## src/design/session_lifecycle_sequencer_top_defines.svh

```systemverilog
// assertion macros for the session lifecycle sequencer
`ifndef SESSION_LIFECYCLE_SEQUENCER_TOP_DEFINES_SVH
`define SESSION_LIFECYCLE_SEQUENCER_TOP_DEFINES_SVH
`ifndef SYNTHESIS
`define SLS_ASSERT(label, clk, rst_n, prop, msg) \
  label: assert property (@(posedge clk) disable iff (!rst_n) (prop)) else $error(msg);
`define SLS_ASSERT_NEXT(label, clk, rst_n, ante, cons, msg) \
  label: assert property (@(posedge clk) disable iff (!rst_n) (ante) |=> (cons)) \
    else $error(msg);
`else
`define SLS_ASSERT(label, clk, rst_n, prop, msg)
`define SLS_ASSERT_NEXT(label, clk, rst_n, ante, cons, msg)
`endif
`endif

```

## src/design/sls_pkg.sv

```systemverilog
// shared types and constants of the session lifecycle sequencer
`default_nettype none
package sls_pkg;
  localparam int unsigned SeqWidthDefault = 64;
  localparam int unsigned QueueDepth = 2;

  typedef enum logic [3:0] {
    EV_LOGON_REQ = 4'd0, EV_LOGON_ACC = 4'd1, EV_LOGOFF_REQ = 4'd2,
    EV_LOGOFF_DONE = 4'd3, EV_REC_BEGIN = 4'd4, EV_REC_DONE = 4'd5,
    EV_HALT = 4'd6, EV_SHUTDOWN = 4'd7, EV_CLAIM = 4'd8,
    EV_OBSERVE = 4'd9, EV_HB_CHECK = 4'd10
  } event_e;

  typedef enum logic [2:0] {
    ST_STOPPED = 3'd0, ST_STARTING = 3'd1, ST_LOGGING_ON = 3'd2,
    ST_ACTIVE = 3'd3, ST_RECOVERING = 3'd4, ST_HALTED = 3'd5,
    ST_LOGGING_OFF = 3'd6
  } sess_state_e;

  localparam logic [3:0] RS_NONE = 4'd0;
  localparam logic [3:0] RS_OP_START = 4'd1;
  localparam logic [3:0] RS_LOGON_ACC = 4'd2;
  localparam logic [3:0] RS_OP_LOGOFF = 4'd3;
  localparam logic [3:0] RS_LOGOFF_DONE = 4'd4;
  localparam logic [3:0] RS_REC_DONE = 4'd5;
  localparam logic [3:0] RS_SHUTDOWN = 4'd6;
  localparam logic [3:0] RS_SEQ_GAP = 4'd7;
  localparam logic [3:0] RS_HB_TIMEOUT = 4'd8;

  localparam logic [2:0] SQ_IN_ORDER = 3'd0;
  localparam logic [2:0] SQ_FIRST = 3'd1;
  localparam logic [2:0] SQ_DUPLICATE = 3'd2;
  localparam logic [2:0] SQ_OUT_OF_ORDER = 3'd3;
  localparam logic [2:0] SQ_GAP = 3'd4;
  localparam logic [2:0] SQ_INVALID = 3'd5;
  localparam logic [2:0] SQ_EXHAUSTED = 3'd6;

  localparam logic [1:0] CFG_EPOCH = 2'd0;
  localparam logic [1:0] CFG_FENCE = 2'd1;
  localparam logic [1:0] CFG_HB_INTERVAL = 2'd2;
  localparam logic [1:0] CFG_HB_TIMEOUT = 2'd3;

  // classified event handed from front to back
  typedef struct packed {
    logic [3:0]  kind;
    logic        known;
    logic        now_zero;
    logic [63:0] now;
    logic [63:0] seq;
    logic        seq_zero;
    logic        seq_one;
    logic [3:0]  reason;
  } event_t;
endpackage
`default_nettype wire

```

## src/design/sls_if.sv

```systemverilog
// valid/ready channel interfaces
`default_nettype none
interface sls_in_if;
  logic        valid;
  logic        ready;
  logic [3:0]  req_type;
  logic [63:0] now_ns;
  logic [63:0] sequence_value;
  logic [3:0]  reason_code;
  modport source (output valid, req_type, now_ns, sequence_value, reason_code, input ready);
  modport sink (input valid, req_type, now_ns, sequence_value, reason_code, output ready);
endinterface

interface sls_out_if;
  logic        valid;
  logic        ready;
  logic        accepted;
  logic [2:0]  seq_status;
  logic [63:0] assigned_sequence;
  logic        keepalive_due;
  logic        timed_out;
  logic [2:0]  session_state;
  logic [3:0]  session_reason;
  logic [63:0] next_outbound_seq;
  logic [63:0] expected_inbound_seq;
  logic [31:0] state_change_count;
  modport source (output valid, accepted, seq_status, assigned_sequence, keepalive_due,
    timed_out, session_state, session_reason, next_outbound_seq, expected_inbound_seq,
    state_change_count, input ready);
  modport sink (input valid, accepted, seq_status, assigned_sequence, keepalive_due,
    timed_out, session_state, session_reason, next_outbound_seq, expected_inbound_seq,
    state_change_count, output ready);
endinterface

interface sls_cfg_if;
  logic        valid;
  logic        ready;
  logic [63:0] index;
  logic [63:0] data;
  modport source (output valid, index, data, input ready);
  modport sink (input valid, index, data, output ready);
endinterface
`default_nettype wire

```

## src/design/sls_front.sv

```systemverilog
// front end: accepts event words, classifies them and queues them
`default_nettype none
module sls_front
  import sls_pkg::*;
#(
  parameter int unsigned SEQ_WIDTH = SeqWidthDefault
) (
  input  wire logic clk_i,
  input  wire logic rst_ni,
  sls_in_if.sink    in_if,
  output event_t    ev_o,
  output logic      ev_valid_o,
  input  wire logic ev_pop_i
);
  localparam int unsigned PtrW = $clog2(QueueDepth);

  event_t           mem_q [QueueDepth];
  logic [PtrW-1:0]  wr_q, wr_d, rd_q, rd_d;
  logic [PtrW:0]    cnt_q, cnt_d;
  logic             push;
  event_t           ev_in;
  logic [63:0]      seq_mask;

  assign seq_mask = (SEQ_WIDTH >= 64) ? {64{1'b1}} : ((64'd1 << SEQ_WIDTH) - 64'd1);

  // classify the incoming word
  always_comb begin
    ev_in.kind     = in_if.req_type;
    ev_in.known    = in_if.req_type <= EV_HB_CHECK;
    ev_in.now      = in_if.now_ns;
    ev_in.now_zero = in_if.now_ns == 64'd0;
    ev_in.seq      = in_if.sequence_value & seq_mask;
    ev_in.seq_zero = ev_in.seq == 64'd0;
    ev_in.seq_one  = ev_in.seq == 64'd1;
    ev_in.reason   = in_if.reason_code;
  end

  assign in_if.ready = cnt_q != (PtrW+1)'(QueueDepth);
  assign push        = in_if.valid && in_if.ready;
  assign ev_valid_o  = cnt_q != '0;
  assign ev_o        = mem_q[rd_q];

  // queue pointers
  always_comb begin
    wr_d  = wr_q;
    rd_d  = rd_q;
    cnt_d = cnt_q;
    if (push) begin
      wr_d = (wr_q == PtrW'(QueueDepth - 1)) ? '0 : wr_q + 1'b1;
    end
    if (ev_pop_i) begin
      rd_d = (rd_q == PtrW'(QueueDepth - 1)) ? '0 : rd_q + 1'b1;
    end
    cnt_d = cnt_q + (PtrW+1)'(push) - (PtrW+1)'(ev_pop_i);
  end

  always_ff @(posedge clk_i or negedge rst_ni) begin
    if (!rst_ni) begin
      wr_q  <= '0;
      rd_q  <= '0;
      cnt_q <= '0;
    end else begin
      wr_q  <= wr_d;
      rd_q  <= rd_d;
      cnt_q <= cnt_d;
    end
  end

  // queue storage
  always_ff @(posedge clk_i) begin
    if (push) begin
      mem_q[wr_q] <= ev_in;
    end
  end
endmodule
`default_nettype wire

```

## src/design/sls_back.sv

```systemverilog
// back end: session state machine, sequence counters and result register
`default_nettype none
module sls_back
  import sls_pkg::*;
#(
  parameter int unsigned SEQ_WIDTH = SeqWidthDefault
) (
  input  wire logic clk_i,
  input  wire logic rst_ni,
  sls_cfg_if.sink   cfg_if,
  input  event_t    ev_i,
  input  wire logic ev_valid_i,
  output logic      ev_pop_o,
  sls_out_if.source out_if
);
  `include "session_lifecycle_sequencer_top_defines.svh"

  localparam logic [SEQ_WIDTH-1:0] SeqMax = '1;

  logic [63:0] epoch_q, fence_q, hb_int_q, hb_tmo_q;
  sess_state_e st_q, st_d;
  logic [3:0]  rsn_q, rsn_d;
  logic [31:0] trans_q, trans_d;
  logic [SEQ_WIDTH-1:0] nout_q, nout_d, expin_q, expin_d, lastseq_q, lastseq_d;
  logic [63:0] lin_q, lin_d, lout_q, lout_d;
  logic        acc, tmo, hbd;
  logic [2:0]  sst;
  logic [63:0] asg;
  logic        init;
  logic [SEQ_WIDTH-1:0] sq;
  logic [63:0] now, in_gap, out_gap;
  logic        ov_q;

  assign cfg_if.ready = 1'b1;
  assign init = epoch_q != 0 && fence_q != 0 && hb_int_q != 0 && hb_tmo_q > hb_int_q;
  assign ev_pop_o = ev_valid_i && (!ov_q || out_if.ready);
  assign now = ev_i.now;
  assign sq = ev_i.seq[SEQ_WIDTH-1:0];
  assign in_gap = now - lin_q;

  // configuration registers
  always_ff @(posedge clk_i or negedge rst_ni) begin
    if (!rst_ni) begin
      epoch_q <= '0; fence_q <= '0; hb_int_q <= '0; hb_tmo_q <= '0;
    end else if (cfg_if.valid && cfg_if.index[63:2] == '0) begin
      unique case (cfg_if.index[1:0])
        CFG_EPOCH:       epoch_q  <= cfg_if.data;
        CFG_FENCE:       fence_q  <= cfg_if.data;
        CFG_HB_INTERVAL: hb_int_q <= cfg_if.data;
        CFG_HB_TIMEOUT:  hb_tmo_q <= cfg_if.data;
        default: ;
      endcase
    end
  end

  // event execution
  always_comb begin
    st_d = st_q; rsn_d = rsn_q; trans_d = trans_q;
    nout_d = nout_q; expin_d = expin_q; lastseq_d = lastseq_q;
    lin_d = lin_q; lout_d = lout_q;
    acc = 1'b0; sst = SQ_IN_ORDER; tmo = 1'b0; asg = '0;
    case (ev_i.kind)
      EV_LOGON_REQ: if (init && !ev_i.now_zero && st_q == ST_STOPPED) begin
        st_d = ST_LOGGING_ON; rsn_d = RS_OP_START; trans_d = trans_q + 32'd2; acc = 1'b1;
      end
      EV_LOGON_ACC: if (!ev_i.now_zero && st_q == ST_LOGGING_ON) begin
        lin_d = now; lout_d = now;
        st_d = ST_ACTIVE; rsn_d = RS_LOGON_ACC; trans_d = trans_q + 32'd1; acc = 1'b1;
      end
      EV_LOGOFF_REQ: if (!ev_i.now_zero && (st_q == ST_ACTIVE || st_q == ST_RECOVERING
                         || st_q == ST_HALTED)) begin
        st_d = ST_LOGGING_OFF; rsn_d = RS_OP_LOGOFF; trans_d = trans_q + 32'd1; acc = 1'b1;
      end
      EV_LOGOFF_DONE: if (!ev_i.now_zero && st_q == ST_LOGGING_OFF) begin
        st_d = ST_STOPPED; rsn_d = RS_LOGOFF_DONE; trans_d = trans_q + 32'd1; acc = 1'b1;
      end
      EV_REC_BEGIN: if (!ev_i.now_zero && (st_q == ST_ACTIVE || st_q == ST_HALTED)) begin
        st_d = ST_RECOVERING; rsn_d = ev_i.reason; trans_d = trans_q + 32'd1; acc = 1'b1;
      end
      EV_REC_DONE: if (!ev_i.now_zero && !ev_i.seq_zero && st_q == ST_RECOVERING) begin
        expin_d = sq;
        lastseq_d = (!ev_i.seq_one) ? sq - 1'b1 : '0;
        lin_d = now;
        st_d = ST_ACTIVE; rsn_d = RS_REC_DONE; trans_d = trans_q + 32'd1; acc = 1'b1;
      end
      EV_HALT: if (st_q != ST_STOPPED) begin
        st_d = ST_HALTED; rsn_d = ev_i.reason; trans_d = trans_q + 32'd1; acc = 1'b1;
      end
      EV_SHUTDOWN: begin
        st_d = ST_STOPPED; rsn_d = RS_SHUTDOWN; trans_d = trans_q + 32'd1; acc = 1'b1;
      end
      EV_CLAIM: begin
        if (st_q != ST_ACTIVE || ev_i.now_zero || now < lout_q) begin
          sst = SQ_INVALID;
        end else if (nout_q == '0) begin
          sst = SQ_EXHAUSTED;
          st_d = ST_HALTED; rsn_d = RS_SEQ_GAP; trans_d = trans_q + 32'd1;
        end else begin
          asg = 64'(nout_q);
          nout_d = (nout_q == SeqMax) ? '0 : nout_q + 1'b1;
          lout_d = now; acc = 1'b1;
        end
      end
      EV_OBSERVE: begin
        if ((st_q != ST_ACTIVE && st_q != ST_RECOVERING) || ev_i.now_zero || now < lin_q
            || ev_i.seq_zero || expin_q == '0) begin
          sst = SQ_INVALID;
        end else if (sq == lastseq_q) begin
          lin_d = now; sst = SQ_DUPLICATE;
        end else if (sq != expin_q) begin
          sst = (sq < expin_q) ? SQ_OUT_OF_ORDER : SQ_GAP;
          st_d = ST_HALTED; rsn_d = RS_SEQ_GAP; trans_d = trans_q + 32'd1;
        end else begin
          lastseq_d = sq;
          expin_d = (expin_q == SeqMax) ? '0 : expin_q + 1'b1;
          lin_d = now; acc = 1'b1;
          sst = ev_i.seq_one ? SQ_FIRST : SQ_IN_ORDER;
        end
      end
      EV_HB_CHECK: begin
        acc = 1'b1;
        if (st_q != ST_ACTIVE || now < lin_q) begin
          tmo = st_q == ST_HALTED;
        end else if (in_gap > hb_tmo_q) begin
          st_d = ST_HALTED; rsn_d = RS_HB_TIMEOUT; trans_d = trans_q + 32'd1; tmo = 1'b1;
        end
      end
      default: ;
    endcase
    if (!ev_i.known) acc = 1'b0;
  end

  assign out_gap = now - lout_d;
  assign hbd = st_d == ST_ACTIVE && now >= lout_d && out_gap >= hb_int_q;

  // state registers
  always_ff @(posedge clk_i or negedge rst_ni) begin
    if (!rst_ni) begin
      st_q <= ST_STOPPED; rsn_q <= RS_NONE; trans_q <= '0;
      nout_q <= SEQ_WIDTH'(1); expin_q <= SEQ_WIDTH'(1); lastseq_q <= '0;
      lin_q <= '0; lout_q <= '0;
    end else if (ev_pop_o) begin
      st_q <= st_d; rsn_q <= rsn_d; trans_q <= trans_d;
      nout_q <= nout_d; expin_q <= expin_d; lastseq_q <= lastseq_d;
      lin_q <= lin_d; lout_q <= lout_d;
    end
  end

  // result register
  always_ff @(posedge clk_i or negedge rst_ni) begin
    if (!rst_ni) begin
      ov_q <= 1'b0;
    end else if (ev_pop_o) begin
      ov_q <= 1'b1;
    end else if (out_if.ready) begin
      ov_q <= 1'b0;
    end
  end

  always_ff @(posedge clk_i) begin
    if (ev_pop_o) begin
      out_if.accepted             <= acc;
      out_if.seq_status           <= sst;
      out_if.assigned_sequence    <= asg;
      out_if.keepalive_due        <= hbd;
      out_if.timed_out            <= tmo;
      out_if.session_state        <= st_d;
      out_if.session_reason       <= rsn_d;
      out_if.next_outbound_seq    <= 64'(nout_d);
      out_if.expected_inbound_seq <= 64'(expin_d);
      out_if.state_change_count   <= trans_d;
    end
  end
  assign out_if.valid = ov_q;

  `SLS_ASSERT(a_no_pop_when_stalled, clk_i, rst_ni, !(ov_q && !out_if.ready && ev_pop_o),
    "event taken while result stalled")
  `SLS_ASSERT_NEXT(a_pop_gives_result, clk_i, rst_ni, ev_pop_o, ov_q,
    "result missing after event")
  `SLS_ASSERT_NEXT(a_trans_step, clk_i, rst_ni, ev_pop_o && st_d != st_q,
    trans_q != $past(trans_q), "state change without count")
endmodule
`default_nettype wire

```

## src/design/session_lifecycle_sequencer_top.sv

```systemverilog
// Session lifecycle sequencer top level.
// An accepted event word is stored in the queue, then executed into the result register.
// One event per cycle while results are taken; the back end executes each combinationally.
// A two-entry queue parts front and back; the result register holds while stalled.
// Reset (asynchronous, active low) empties the queue, stops the session and
// clears the configuration registers.
`default_nettype none
module session_lifecycle_sequencer_top
  import sls_pkg::*;
#(
  parameter int unsigned SEQ_WIDTH = SeqWidthDefault
) (
  input  wire logic clk_i,
  input  wire logic rst_ni,
  sls_in_if.sink    in_if,
  sls_cfg_if.sink   cfg_if,
  sls_out_if.source out_if
);
  event_t ev;
  logic   ev_valid, ev_pop;

  sls_front #(.SEQ_WIDTH(SEQ_WIDTH)) u_front (
    .clk_i, .rst_ni, .in_if, .ev_o(ev), .ev_valid_o(ev_valid), .ev_pop_i(ev_pop)
  );

  sls_back #(.SEQ_WIDTH(SEQ_WIDTH)) u_back (
    .clk_i, .rst_ni, .cfg_if, .ev_i(ev), .ev_valid_i(ev_valid), .ev_pop_o(ev_pop), .out_if
  );
endmodule
`default_nettype wire

```

## src/flat_wrapper.sv

```systemverilog
// flat-port wrapper written by rule: the top's interface ports become plain ports
module session_lifecycle_sequencer_top_flat import sls_pkg::*;
#(
  parameter int unsigned SEQ_WIDTH = SeqWidthDefault
)
  (clk_i, rst_ni, in_if_valid, in_if_req_type, in_if_now_ns, in_if_sequence_value, in_if_reason_code, in_if_ready, cfg_if_valid, cfg_if_index, cfg_if_data, cfg_if_ready, out_if_valid, out_if_accepted, out_if_seq_status, out_if_assigned_sequence, out_if_keepalive_due, out_if_timed_out, out_if_session_state, out_if_session_reason, out_if_next_outbound_seq, out_if_expected_inbound_seq, out_if_state_change_count, out_if_ready);
  sls_in_if in_if_i ();
  sls_cfg_if cfg_if_i ();
  sls_out_if out_if_i ();
  input  wire logic clk_i;
  input  wire logic rst_ni;
  input wire logic [$bits(in_if_i.valid)-1:0] in_if_valid;
  input wire logic [$bits(in_if_i.req_type)-1:0] in_if_req_type;
  input wire logic [$bits(in_if_i.now_ns)-1:0] in_if_now_ns;
  input wire logic [$bits(in_if_i.sequence_value)-1:0] in_if_sequence_value;
  input wire logic [$bits(in_if_i.reason_code)-1:0] in_if_reason_code;
  output wire logic [$bits(in_if_i.ready)-1:0] in_if_ready;
  input wire logic [$bits(cfg_if_i.valid)-1:0] cfg_if_valid;
  input wire logic [$bits(cfg_if_i.index)-1:0] cfg_if_index;
  input wire logic [$bits(cfg_if_i.data)-1:0] cfg_if_data;
  output wire logic [$bits(cfg_if_i.ready)-1:0] cfg_if_ready;
  output wire logic [$bits(out_if_i.valid)-1:0] out_if_valid;
  output wire logic [$bits(out_if_i.accepted)-1:0] out_if_accepted;
  output wire logic [$bits(out_if_i.seq_status)-1:0] out_if_seq_status;
  output wire logic [$bits(out_if_i.assigned_sequence)-1:0] out_if_assigned_sequence;
  output wire logic [$bits(out_if_i.keepalive_due)-1:0] out_if_keepalive_due;
  output wire logic [$bits(out_if_i.timed_out)-1:0] out_if_timed_out;
  output wire logic [$bits(out_if_i.session_state)-1:0] out_if_session_state;
  output wire logic [$bits(out_if_i.session_reason)-1:0] out_if_session_reason;
  output wire logic [$bits(out_if_i.next_outbound_seq)-1:0] out_if_next_outbound_seq;
  output wire logic [$bits(out_if_i.expected_inbound_seq)-1:0] out_if_expected_inbound_seq;
  output wire logic [$bits(out_if_i.state_change_count)-1:0] out_if_state_change_count;
  input wire logic [$bits(out_if_i.ready)-1:0] out_if_ready;
  assign in_if_i.valid = in_if_valid;
  assign in_if_i.req_type = in_if_req_type;
  assign in_if_i.now_ns = in_if_now_ns;
  assign in_if_i.sequence_value = in_if_sequence_value;
  assign in_if_i.reason_code = in_if_reason_code;
  assign in_if_ready = in_if_i.ready;
  assign cfg_if_i.valid = cfg_if_valid;
  assign cfg_if_i.index = cfg_if_index;
  assign cfg_if_i.data = cfg_if_data;
  assign cfg_if_ready = cfg_if_i.ready;
  assign out_if_valid = out_if_i.valid;
  assign out_if_accepted = out_if_i.accepted;
  assign out_if_seq_status = out_if_i.seq_status;
  assign out_if_assigned_sequence = out_if_i.assigned_sequence;
  assign out_if_keepalive_due = out_if_i.keepalive_due;
  assign out_if_timed_out = out_if_i.timed_out;
  assign out_if_session_state = out_if_i.session_state;
  assign out_if_session_reason = out_if_i.session_reason;
  assign out_if_next_outbound_seq = out_if_i.next_outbound_seq;
  assign out_if_expected_inbound_seq = out_if_i.expected_inbound_seq;
  assign out_if_state_change_count = out_if_i.state_change_count;
  assign out_if_i.ready = out_if_ready;
  session_lifecycle_sequencer_top #(.SEQ_WIDTH(SEQ_WIDTH)) u_core (.clk_i(clk_i), .rst_ni(rst_ni), .in_if(in_if_i), .cfg_if(cfg_if_i), .out_if(out_if_i));
endmodule
```

## config.mk

```make
export PLATFORM = sky130hd
export DESIGN_NAME = session_lifecycle_sequencer_top_flat
export DESIGN_NICKNAME = d
export VERILOG_FILES = /design/src/design/sls_pkg.sv /design/src/design/sls_if.sv /design/src/design/sls_front.sv /design/src/design/sls_back.sv /design/src/design/session_lifecycle_sequencer_top.sv /design/src/flat_wrapper.sv
export VERILOG_INCLUDE_DIRS = /design/src /design/src/design
export SDC_FILE = /design/constraint.sdc
export NUM_CORES = 2
export LEC_CHECK = 0
export ABC_AREA = 0
export BUFFER_PORTS_ARGS = -buffer_cell sky130_fd_sc_hd__buf_2
export CORE_MARGIN = 4
export CORE_UTILIZATION = 55
export DETAILED_ROUTE_END_ITERATION = 7
export PLACE_DENSITY = 0.74
export SLEW_MARGIN = 20
export SYNTH_ARGS = -nofsm -noshare
export SYNTH_HDL_FRONTEND = slang
export SYNTH_HIERARCHICAL = 1
export SYNTH_SLANG_ARGS = --single-unit
```

## constraint.sdc

```tcl
create_clock -name clk_i -period 10.9 [get_ports clk_i]
set_input_delay 2.18 -clock clk_i [delete_from_list [all_inputs] [get_ports clk_i]]
set_output_delay 2.18 -clock clk_i [all_outputs]
set_load 0.02 [all_outputs]
```

* Yosys cells after proc, flatten, opt, wreduce, memory -nomap -nowiden
Memory sizes are Yosys's and may differ from the RTL's.
Index checks and enable logic that the tools add are counted.
** Word-level totals
- Bits in registers :: 857
- Latch bits :: 0
- Memory bits (writable) :: 280
- ROM bits :: 0
- Bits of input ports :: 269
- Logic and storage cells :: 235
- Memories :: 1
** Operators by class
- $add $sub $neg :: 11
- $mul :: 0
- Divide/modulo/power cells :: 0
- Magnitude comparators :: 8
- Eq/ne operators :: 33
- Shifts and indexed selects :: 0
- Mux-type cells :: 100
- Bitwise gates (word level) :: 1
- Reductions and logical operators :: 55
** Memory list
- u_core.u_front.mem_q :: words 2, bits a word 140, rd ports 1, clocked after Yosys merged registers in 0, wr ports 1, line sls_front.sv:17 : event_t mem_q [QueueDepth];
** Operators with widths (count)
- $mux 64 :: 22
- $mux 32 :: 14
- $pmux 64 s2 :: 3
- $pmux 32 s11 :: 1
- $logic_not 64->1 :: 4
- $lt 64x64->1 :: 3
- $pmux 64 s3 :: 1
- $reduce_bool 64->1 :: 3
- $add 64x1->64 const B :: 2
- $eq 64x64->1 const B :: 2
- $ge 64x64->1 :: 2
- $gt 64x64->1 :: 2
- $sub 64x64->64 :: 2
- $eq 64x1->1 const B :: 1
- $eq 64x64->1 :: 1
- $ne 64x64->1 :: 1
- $sub 64x1->64 const B :: 1
- $logic_not 62->1 :: 1
- $mux 3 :: 20
- $mux 4 :: 14
- $pmux 4 s11 :: 1
- $pmux 3 s11 :: 1
- $add 32x1->32 const B :: 1
- $add 32x2->32 const B :: 1
- 31 further kinds :: 104

* Depth between registers and ports, before layout
- Depth after elaboration :: 11
- Gate-level depth with buffers :: 46
- Mapped depth without buffers :: 41

* By module
The synthesis kept the hierarchy.
** Modules (own cells, without submodules)
- sls_back :: instances 1, cells each 6162, area an instance 57526.4 µm²
- sls_front :: instances 1, cells each 501, area an instance 10582.6 µm²

* Worst setup path before layout
Ideal clock, no wire load.
- Kind :: input to register
- Start point :: input out_if_ready
- End point :: register u_core.u_front.cnt_q[1]
- Setup time :: 0.155 ns
- Data arrival time :: 10.590 ns
- Data required time :: 10.745 ns
- Slack :: 0.156 ns
- Stages on the path :: 8
- Path buffers :: 2
- Cell sequence :: nand2b_1 -> nand2_1 -> clkinv_1 -> clkbuf_1 -> buf_1 -> xnor2_1 -> ha_1 -> xnor2_1
** Between the ends
- Cells in the longest elaborated chain, start to end :: 3
** Ends and longest elaborated chain
- from (decl) :: line flat_wrapper.sv:33 : input wire logic [$bits(out_if_i.ready)-1:0] out_if_ready;
- $logic_or 1x1->1 :: line sls_back.sv:36 : assign ev_pop_o = ev_valid_i && (!ov_q || out_if.ready);
- $logic_and 1x1->1 :: line sls_back.sv:36
- named net u_core.ev_pop :: line session_lifecycle_sequencer_top.sv:20 : logic ev_valid, ev_pop;
- $sub 2x1->2 :: line sls_front.sv:54 : cnt_d = cnt_q + (PtrW+1)'(push) - (PtrW+1)'(ev_pop_i);
- named net u_core.u_front.cnt_d[1] :: line sls_front.sv:19 : logic [PtrW:0] cnt_q, cnt_d;
- to (signal assigned) :: line sls_front.sv:65 : cnt_q <= cnt_d;
- to (decl) :: line sls_front.sv:19
The timed path passes the listed nets, and every way through them passes these cells.
A chain may end at the register's enable or synchronous reset.

==> flow_metrics.tcl <==
set metrics [dict create \
    gp_congestion 0.997 \
    path_common_cell "a21oi_1" \
    die_h_um 360 \
    clkSlewWorstSetupHoldPaths_ns 0.06 \
    p_per_area_mw_per_mm2 291 \
    combPwrFrac_pct 53.7 \
    core_region_area_sq_mm 0.122 \
    cp.required_ns 11.42 \
    drcViolationCount 0 \
    synthArstFlopShare_pct 54.5 \
    die_w_um 360 \
    rsz0062_at_grt "no" \
    syn_to_final_growth_pct 12.0 \
    fillCellCount 9966 \
    finalCriticalPeriod_ns 10.36 \
    p_seq_share_pct 27.5 \
    cp_slowest_cell "dfrtp_4" \
    wire_per_inst_um 25.2 \
    dieArea_sq_mm 0.130 \
    utilization_pct 62.3 \
    setup_violations 0 \
    critPathMaxStageDelay_ns 0.64 \
    drive_gt1_share_pct 19.1 \
    grt-ovfl-total 0 \
    cp-start-kind "flop" \
    start_util_pct 55.7 \
    ys_types 112 \
    drtPass1Iterations 8 \
    cts_root_buffer "clkbuf_16" \
    grt_pass1_wl_mm 331 \
    postLayoutCellArea_sq_mm 0.0762 \
    synth_simple_gate_area_share_pct 14.8 \
    synth-compound-area-share_pct 14.8 \
    antenna_found_initial 22 \
    syn_area_per_cell_sq_um 10.2 \
    synth_xor_area_share_pct 4.33 \
    postPlaceCellArea_sq_mm 0.0722 \
    via_per_inst 6.42 \
    synth_top_family_by_area "simple AND/OR/NAND/NOR gates" \
    ant_nets 0 \
    slew_viol_final 0 \
    fmax_mhz 96.6 \
    worst_pin_slew_ns 1.24 \
    setup_tns_ns 0 \
    final_common_cell "dfrtp_1" \
    worstSetupEndpointType "flop" \
    post-dp-hpwl_mm 162 \
    drt_iter0_markers 6451 \
    ys.flop_type "dfrtp_1" \
    syn_nets 7388 \
    yosysWarningCount 6 \
    ctsHtreeMaxLevel 3 \
    clock_path_buffers 3 \
    cap_viol_max_count 0 \
    synth_edf_count 517 \
    dp.cells 8542 \
    nNetsFinal 7760 \
    synthMuxAreaShare_pct 7.98 \
    tritoncts "done" \
    hold_buffers 0 \
    cts_buffers 115 \
    clock-sinks 1137 \
    critical_path_class "reg2reg" \
    io_pins 509 \
    route.vias.total 56384 \
    layout.cells.non_filler 8778 \
    slew_headroom_pct 17.5 \
    ys_ff_latch 1137 \
    ys_seq_area_share_pct 45.6 \
    pwr-share-clk_pct 18.8 \
    post-route-period-util_pct 95.0 \
    syn_area_sq_mm 0.0681 \
    port_buffers 507 \
    num_rows 128 \
    intPower_uw 12400 \
    globalRouteTotalUtil_pct 32.8 \
    grt_max_degree 159 \
    final_cell_mix "dfrtp_1, nand2_1, edfxtp_1, buf_2, mux2_2" \
    crit_arrival_ns 10.87 \
    max-vdd-ir-drop_uv 212 \
    regToRegSetupSlack_ns 0.54 \
    clock_skew_ns 0.0702 \
    status "finished, final reports clean" \
    p_switching_uw 9840 \
    clkLatencyLatePin_ns 0.77 \
    crit_fanout 60 \
    cellLeakagePower_uw 0.0323 \
    postSynthCellCount 6663 \
    hold_viol_final 0 \
    wl_mm 221 \
    min-delay-path-class "reg2reg" \
    swShare_pct 44.3 \
    synth_adder_area_share_pct 8.44 \
    first_global_vias 54246 \
]
## per-layer routing
metal	routed length (um)	track usage, %	vias to the layer above
li1	-	-	25317
met1	90600	45.7	27537
met2	98100	50.3	3003
met3	21700	6.85	515
met4	10300	13.6	12
met5	81	0	-
## critical path: cells and delay by family, from the launching register on
family,cells,cell delay (ns)
flops,1,0.64
mux,1,0.45
simple gates,10,1.28
xor+xnor,1,0.17
fa+ha+maj,4,1.29
buf+inv,2,0.56
compound gates,24,5.56
## state kept, by name, indices dropped and copies added (netlist names), 2 cells and up
| register | cells |
|---|---|
| u_core/u_back/out_if.assigned_sequence | 64 |
| u_core/u_back/trans_q | 32 |
| u_core/u_back/out_if.expected_inbound_seq | 64 |
| u_core/u_back/expin_q | 64 |
| u_core/u_back/lastseq_q | 64 |
| u_core/u_back/st_q | 3 |
| u_core/u_back/hb_int_q | 64 |
| u_core/u_back/nout_q | 64 |
| u_core/u_front/mem_q | 280 |
| u_core/u_back/epoch_q | 64 |
| u_core/u_back/hb_tmo_q | 64 |
| u_core/u_back/rsn_q | 4 |
| u_core/u_front/cnt_q | 2 |
| u_core/u_back/lout_q | 64 |
| u_core/u_back/out_if.state_change_count | 32 |
| u_core/u_back/out_if.seq_status | 3 |
| u_core/u_back/lin_q | 64 |
| u_core/u_back/fence_q | 64 |
| u_core/u_back/out_if.session_reason | 4 |
| u_core/u_back/out_if.next_outbound_seq | 64 |
| u_core/u_back/out_if.session_state | 3 |
## per-stage QoR
stage | hold WS, ns | setup slack (ns) | power, uW
2_1_floorplan | 0.450 | 0.156 | 14200
3_3_place_gp | 0.469 | 0.575 | 17400
3_5_place_dp | 0.481 | 0.355 | 17700
4_1_cts | 0.495 | 0.325 | 22000
5_1_grt | 0.512 | 0.0323 | 23600
6_report | 0.494 | 0.545 | 22200
## Yosys cell counts, types with 37 or more instances
library cell	instances	area [sq um]
and2_1	86	538
ha_1	454	5680
a21oi_1	443	2220
xor2_1	103	902
edfxtp_1	517	15500
mux2_2	472	5320
nand4_1	176	1100
inv_1	392	1470
nand2_1	550	2060
nor2b_1	57	357
nor2_1	305	1140
clkbuf_1	275	1030
nor3_1	144	721
o31ai_1	97	728
nand3_1	145	726
a21o_1	235	1760
xnor2_1	234	2050
dfrtp_1	618	15500
a31oi_1	56	350
nand2b_1	49	307
or3_1	37	231
o21ai_0	364	1820
nor4_1	168	1050
and3_1	114	713
## logic make-up after synthesis
| group | Yosys count |
|---|---|
| buffers and inverters | 724 |
| multiplexers | 484 |
| AND/OR/NAND/NOR | 1953 |
| other | 1 |
| AO/OA/AOI/OAI | 1568 |
| flip-flops | 1137 |
| XOR/XNOR | 337 |
| adder cells (fa/ha/maj) | 459 |
## power groups by stage
stage / sequential [uW] / clock [uW] / combinational, uW
2_1_floorplan: 6560 / 0 / 7670
3_3_place_gp: 6150 / 0 / 11300
5_1_grt: 6190 / 4420 / 12900
6_report: 6110 / 4180 / 11900
3_5_place_dp: 6170 / 0 / 11500
4_1_cts: 6100 / 4240 / 11600
## worst paths after layout
kind                       cells after the start                            endpoint                     from
max in group asynchronous                      3          u_core/u_back/hb_tmo_q[61]                   rst_ni
hold / removal                                 2             u_core/u_back/lin_q[17]  u_core/u_back/lin_q[17]
min in group asynchronous                      1         u_core/u_back/lastseq_q[57]                   rst_ni
hold reg to reg                                2             u_core/u_back/lin_q[17]  u_core/u_back/lin_q[17]
setup / recovery                              42  u_core/u_back/out_if.keepalive_due      u_core/u_front/rd_q
setup reg to reg                              42  u_core/u_back/out_if.keepalive_due      u_core/u_front/rd_q
## timing repair
| action | 4_1_cts | 5_1_grt |
|---|---|---|
| resized for setup | 0 | 2 |
| setup endpoints to repair | 0 | 1 |
| setup buffers | 0 | 1 |
## cell type report
type | instances | area (sq um) | area share (%)
Clock buffer | 149 | 3130 | 4.10
Inverter | 394 | 1490 | 1.95
Clock inverter | 70 | 886 | 1.16
Timing Repair Buffer | 585 | 3220 | 4.22
Sequential cell | 1137 | 31000 | 40.7
Multi-Input combinational cell | 4802 | 34400 | 45.1
Tap cell | 1625 | 2030 | 2.67
Antenna cell | 16 | 40.0 | 0.0525
Power figures use the tool's default switching activity.
